File: config.mk
export PLATFORM = sky130hd
export DESIGN_NAME = sadm_decode
export DESIGN_NICKNAME = d
export VERILOG_FILES = /design/src/rtl/sadm_pkg.sv /design/src/rtl/sadm_decode.sv
export SDC_FILE = /design/constraint.sdc
export NUM_CORES = 1
export LEC_CHECK = 0
export ABC_AREA = 1
export BUFFER_PORTS_ARGS = -buffer_cell sky130_fd_sc_hd__buf_2
export CORE_ASPECT_RATIO = 0.5
export CORE_MARGIN = 1.5
export CORE_UTILIZATION = 52
export DETAILED_ROUTE_END_ITERATION = 7
export GPL_ROUTABILITY_DRIVEN = 1
export PLACE_DENSITY = 0.95
export SLEW_MARGIN = 40
export SYNTH_ARGS = -nofsm -noshare
export SYNTH_HDL_FRONTEND = slang
export SYNTH_SLANG_ARGS = --single-unit
File: constraint.sdc
create_clock -name vclk -period 8.2
set_input_delay 0.82 -clock vclk [all_inputs]
set_output_delay 0.82 -clock vclk [all_outputs]
set_load 0.02 [all_outputs]
File: src/rtl/sadm_pkg.sv
package sadm_pkg;

   // Memory geometry: four byte lanes, one 32-bit row per aligned word
   localparam int MEM_BYTES  = 65536;
   localparam int MEM_ADDR_W = $clog2(MEM_BYTES);
   localparam int LANES      = 4;
   localparam int ROWS       = MEM_BYTES / LANES;
   localparam int ROW_W      = MEM_ADDR_W - 2;

   localparam int SIZE_W     = 17;
   localparam int CSR_IDX_W  = 2;
   localparam int CSR_DATA_W = 32;

   localparam logic [7:0] BYTE_MASK = 8'hff;

   localparam logic [CSR_IDX_W-1:0] CSR_MSB_FIRST   = 2'd0;
   localparam logic [CSR_IDX_W-1:0] CSR_SIZE_IN_USE = 2'd1;

   localparam logic KIND_LOAD  = 1'b0;
   localparam logic KIND_STORE = 1'b1;

   localparam logic [1:0] SIZE_BYTE = 2'd0;
   localparam logic [1:0] SIZE_HALF = 2'd1;
   localparam logic [1:0] SIZE_WORD = 2'd2;

   typedef enum logic [1:0] {
      STATUS_OK           = 2'd0,
      STATUS_MISALIGNED   = 2'd1,
      STATUS_OUT_OF_BOUNDS = 2'd2
   } status_type;

   typedef struct packed {
      logic               kind;
      logic [1:0]         access_size;
      logic [31:0]        address;
      logic signed [31:0] write_data;
   } req_type;

   typedef struct packed {
      logic signed [31:0] read_data;
      status_type         status;
   } rsp_type;

   // Decoded access: memory controls plus what the load formatter needs
   typedef struct packed {
      status_type         status;
      logic               rd_en;
      logic [LANES-1:0]   wr_en;
      logic [ROW_W-1:0]   row;
      logic [31:0]        wr_data;
      logic [1:0]         size;
      logic [1:0]         lane;
   } dec_type;

endpackage

File: src/rtl/sadm_decode.sv
module sadm_decode
   import sadm_pkg::*;
   (input  req_type           req,
    input  logic              msb_first,
    input  logic [SIZE_W-1:0] size_in_use,
    output dec_type           dec);

   logic [1:0]  size;
   logic [2:0]  nbytes;
   logic        misaligned;
   logic [32:0] end_addr;
   logic [32:0] limit;
   logic [15:0] half_val;
   logic        ok;

   always_comb begin
      // size code three acts as a word
      if (req.access_size == SIZE_BYTE) begin
         size = SIZE_BYTE;
      end else if (req.access_size == SIZE_HALF) begin
         size = SIZE_HALF;
      end else begin
         size = SIZE_WORD;
      end

      case (size)
         SIZE_BYTE: begin
            nbytes     = 3'd1;
            misaligned = 1'b0;
         end
         SIZE_HALF: begin
            nbytes     = 3'd2;
            misaligned = req.address[0];
         end
         default: begin
            nbytes     = 3'd4;
            misaligned = req.address[1:0] != 2'd0;
         end
      endcase

      end_addr = {1'b0, req.address} + 33'(nbytes);
      limit    = (33'(size_in_use) > 33'(MEM_BYTES)) ? 33'(MEM_BYTES) : 33'(size_in_use);

      if (misaligned) begin
         dec.status = STATUS_MISALIGNED;
      end else if (end_addr > limit) begin
         dec.status = STATUS_OUT_OF_BOUNDS;
      end else begin
         dec.status = STATUS_OK;
      end
      ok = dec.status == STATUS_OK;

      dec.row  = req.address[MEM_ADDR_W-1:2];
      dec.size = size;
      dec.lane = req.address[1:0];
      dec.rd_en = ok && (req.kind == KIND_LOAD);

      half_val = msb_first ? {req.write_data[7:0], req.write_data[15:8]}
                           : req.write_data[15:0];

      // lane l holds the byte at the row's address plus l
      case (size)
         SIZE_BYTE: begin
            dec.wr_data = {4{req.write_data[7:0] & BYTE_MASK}};
            dec.wr_en   = 4'b0001 << req.address[1:0];
         end
         SIZE_HALF: begin
            dec.wr_data = {half_val, half_val};
            dec.wr_en   = req.address[1] ? 4'b1100 : 4'b0011;
         end
         default: begin
            dec.wr_data = msb_first ? {req.write_data[7:0], req.write_data[15:8],
                                       req.write_data[23:16], req.write_data[31:24]}
                                    : req.write_data;
            dec.wr_en   = 4'b1111;
         end
      endcase

      if (!(ok && (req.kind == KIND_STORE))) begin
         dec.wr_en = 4'b0000;
      end
   end

endmodule

# ---- Word-level counts from Yosys, hierarchy flattened
# Cells that the tools add are included.
dict set report totals {
  out_inout_bits 57
  inputBits 85
  regBits 0
  word_cells 26
}
dict set report classes {
  mux 13
  add_sub_neg 1
  n_lt_le_gt_ge 2
  n_eq_ne 2
  reduce_logical 6
  bitwise_logic 1
  n_shift 1
}
# op count
set op_table {}
lappend op_table {{one-hot mux 32 bit (2 select lines)} 1}
lappend op_table {{adder 32 x 3 -> 33 bit} 1}
lappend op_table {{> comparator 33 x 17 -> 1 bit} 1}
lappend op_table {{2-to-1 mux 32 bit} 1}
lappend op_table {{> comparator 17 bit (second input constant)} 1}
lappend op_table {{2-to-1 mux 17 bit} 1}
lappend op_table {{2-to-1 mux 16 bit} 1}
lappend op_table {{2-to-1 mux 2 bit} 4}
lappend op_table {{2-to-1 mux 4 bit} 2}
lappend op_table {{one-hot mux 4 bit (2 select lines)} 1}
lappend op_table {{logical NOT 2 bit} 3}
lappend op_table {{one-hot mux 3 bit (2 select lines)} 1}
lappend op_table {{== test 2 x 1 -> 1 bit (second input constant)} 2}
lappend op_table {{left shift 1 x 2 -> 4 bit (first input constant)} 1}
lappend op_table {{logical AND 1 bit} 2}
lappend op_table {{one-hot mux 1 bit (2 select lines)} 1}
lappend op_table {{nonzero test 2 bit} 1}
lappend op_table {{inverter 1 bit} 1}

# ---- Longest topological paths before layout
dict set report depth {
  word_depth 12
  ltp_mapped 23
  depth_no_buf 22
}

# ---- Worst setup path before layout
# OpenSTA, ideal clock, no wires.
dict set report synth_timing {
  kind {input to output}
  startpoint {in req[64] in the netlist's numbering}
  endpoint {out dec[54] in the netlist's numbering}
  setup_slack_ns 3.490
  t_arrival_ns 3.890
  n_path_buf 1
  cell_stages 22
  path_cell_list {inv_1 > nor2_1 > clkbuf_1 > ha_1 > inv_1 > nand3_2 > nand2_4 > nand2_4 > nor2_4 > xor2_1 > ha_1 > nand2_1 > nor3_1 > nand3b_1 > nor2_1 > nand2_1 > nor2_1 > and2_1 > nand2_1 > nand2_2 > nand2_1 > nor3_1}
}
# element line
set synth_rtl {}
lappend synth_rtl {{start, declared} sadm_decode.sv:3} ;# (input req_type req,
lappend synth_rtl {{end, declared} sadm_decode.sv:6} ;# output dec_type dec);

==> results.txt <==
setup TNS -> 0 ns
fin crit share -> 0.6051
Post-Syn Instances -> 546
core box area -> 5000 µm²
Area Growth Syn to Fin -> 23.00%
I/O pin count -> 142
initial antenna violation count -> 0
worst endpoint required time -> 7.38 ns
DR pass1 iterations -> 5
top cells by count, synth -> nand2_1, nor2_1, inv_1
DP HPWL -> 6994 µm
Crit path arrival time -> 4.14 ns
drt total wl -> 8387 µm
pwr/cell area -> 55.85 nW/µm²
Final GP Congestion -> 0.9251
vias in the first global route -> 3135
clock buf count -> 0
final cell count without fillers -> 729
cell area after layout -> 3366 µm²
hold buffers post-CTS -> 0
port bufs -> 142
Yosys cell types -> 32
Relative slew margins -> 0.5052
critical path class -> input pin to output port
DR top layer -> met4
RSZ-0062 raised after global routing -> no
Iteration-0 DRC Markers -> 236
proportion of layout cells with a drive suffix above 1 -> 0.2534
first-pass GRT wire length -> 13330 µm
final hold vios -> 0
vias -> 3789
die width -> 105.6 µm
Cell Area, Placed -> 3366 µm²
global route total overflow -> 0
Routed Antenna Nets -> 0
DR WL/cell -> 11.50 µm
Mapped Nets -> 654
Setup Fix Bufs, Post-CTS -> 0
Hold WC Path Type -> input pin to output port
Nets -> 769
sequential cells -> 0
Startpoint Class -> input pin
fmax -> 201.5 MHz
M1 WL -> 3648 µm
Least-Margin Pin Slew -> 0.7376 ns
met3 WL -> 633 µm
Synth area leaders -> nand2_1, ha_1, nor2_1, inv_1, o21ai_0
status -> complete, no violations
Final Critical Period -> 4.962 ns
worst slack, placed -> 3.290 ns
peak supply drop -> 52.86 µV
Slew Viols, Final -> 0
die area -> 5733 µm²
Max FO, Critical Path -> 25
post-synthesis sequential area ratio -> 0
area leader, netlist -> nand2_1
Reg area -> 0 µm²
top-count cell post-synth -> nand2_1
MaxCap Viol Count -> 0
leak pwr -> 0.002023 µW
post-synth top area share -> 0.2963
final setup margin -> 3.238 ns
ant diodes -> 0
drc violations -> 0
post-CTS sizing -> 0
met2 WL -> 3954 µm
DP Cell Count -> 729
post-synthesis area per instance -> 5.012 µm²
Vert. Die Dim -> 54.30 µm
Tot GR Track Use -> 0.2826
Std-Cell Rows -> 18
hold slack -> 1.900 ns
Starting Density -> 0.5473
Crit. End Element -> output port
vias per cell -> 5.198
pin count of the biggest net entering global routing -> 34
Final setup viols -> 0
yosys warns -> 0
Synth Cell Area -> 2736 µm²
-- layout by cell type, fill, tap and decap left out --
| cell | synthesis | layout |
|---|---|---|
| buf_4 | 17 | 1 |
| nand4_1 | 7 | 7 |
| o21ai_2 | 1 | 1 |
| o21a_1 | 9 | 9 |
| o21ai_0 | 26 | 26 |
| nand3_2 | 1 | 1 |
| nand3_1 | 16 | 16 |
| nand4_2 | 1 | 1 |
| a21oi_1 | 23 | 23 |
| nor2_2 | 3 | 3 |
| ha_1 | 22 | 22 |
| clkinv_1 | 0 | 1 |
| nand3b_1 | 5 | 5 |
| inv_1 | 61 | 60 |
| fa_1 | 1 | 1 |
| o21bai_1 | 2 | 2 |
| nor3_1 | 9 | 9 |
| a31oi_1 | 4 | 4 |
| a211oi_1 | 2 | 2 |
| nand2_4 | 2 | 2 |
| and2_1 | 2 | 2 |
| nor2_4 | 5 | 5 |
| nand2_2 | 7 | 7 |
| nor4_1 | 3 | 3 |
| buf_2 | 0 | 142 |
| xnor2_1 | 6 | 6 |
| a21oi_2 | 2 | 2 |
| a21boi_0 | 7 | 7 |
| nor2_1 | 62 | 62 |
| nand2_1 | 216 | 216 |
| or2_2 | 2 | 2 |
| xor2_1 | 9 | 9 |
-- logic make-up (layout without fill, tap and decap cells) --
kind of cell    count (synthesis)  after routing  share of synthesized area
fa+ha+maj                      23             23                     0.1079
compound gates                 76             76                     0.1632
simple gates                  341            341                     0.5327
buf+inv                        91            204                     0.1481
xor+xnor                       15             15                    0.04801
-- layer usage --
metal,track usage,up-vias
met5,0,-
met1,0.3422,1668
met4,0.07883,0
met3,0.02857,18
li1,-,1956
met2,0.5556,147
-- stage by stage --
| stage | power, µW | util |
|---|---|---|
| 3_5_place_dp | 185.3 | 0.6732 |
| 5_1_grt | 209.8 | 0.6732 |
| 6_report | 188.0 | 0.6732 |
| 2_1_floorplan | 123.1 | - |
| 4_1_cts | 186.4 | 0.6732 |
| 3_3_place_gp | 181.8 | 0.6732 |
-- area by class of cell --
cell class	count	area [µm²]
inverter	61	229.0
fill	502	1634
timing repair buffer	143	718.2
tap	70	87.58
multi-input combinational	455	2331
-- power breakdown --
group	switching, µW	total, µW	leakage, µW	internal, µW
logic	120	188	0.00202	68.3
clock network	0	0	0	0
registers	0	0	0	0
total	120	188	0.00202	68.3
-- worst paths after layout --
| check | startpoint | end | slack [ns] | depth (start not counted) |
|---|---|---|---|---|
| max | req[65] | dec[52] | 3.24 | 21 |
| min | req[34] | dec[36] | 1.90 | 2 |
-- critical path, stage by stage --
cell and delay [ns]:
buf_2 0.35, nor2_1 0.19, ha_1 0.26, fa_1 0.42
nand3_1 0.13, nand2_2 0.11, nand2_2 0.12, xnor2_1 0.09
ha_1 0.31, nand2_1 0.07, nor3_1 0.27, nand3b_1 0.12
nor2_1 0.10, nand2_1 0.05, nor2_1 0.06, and2_1 0.12
nand2_1 0.06, nand2_2 0.08, nand4_2 0.11, nor2_1 0.11
buf_2 0.17
No activity file was read; power rests on OpenSTA's default activity.
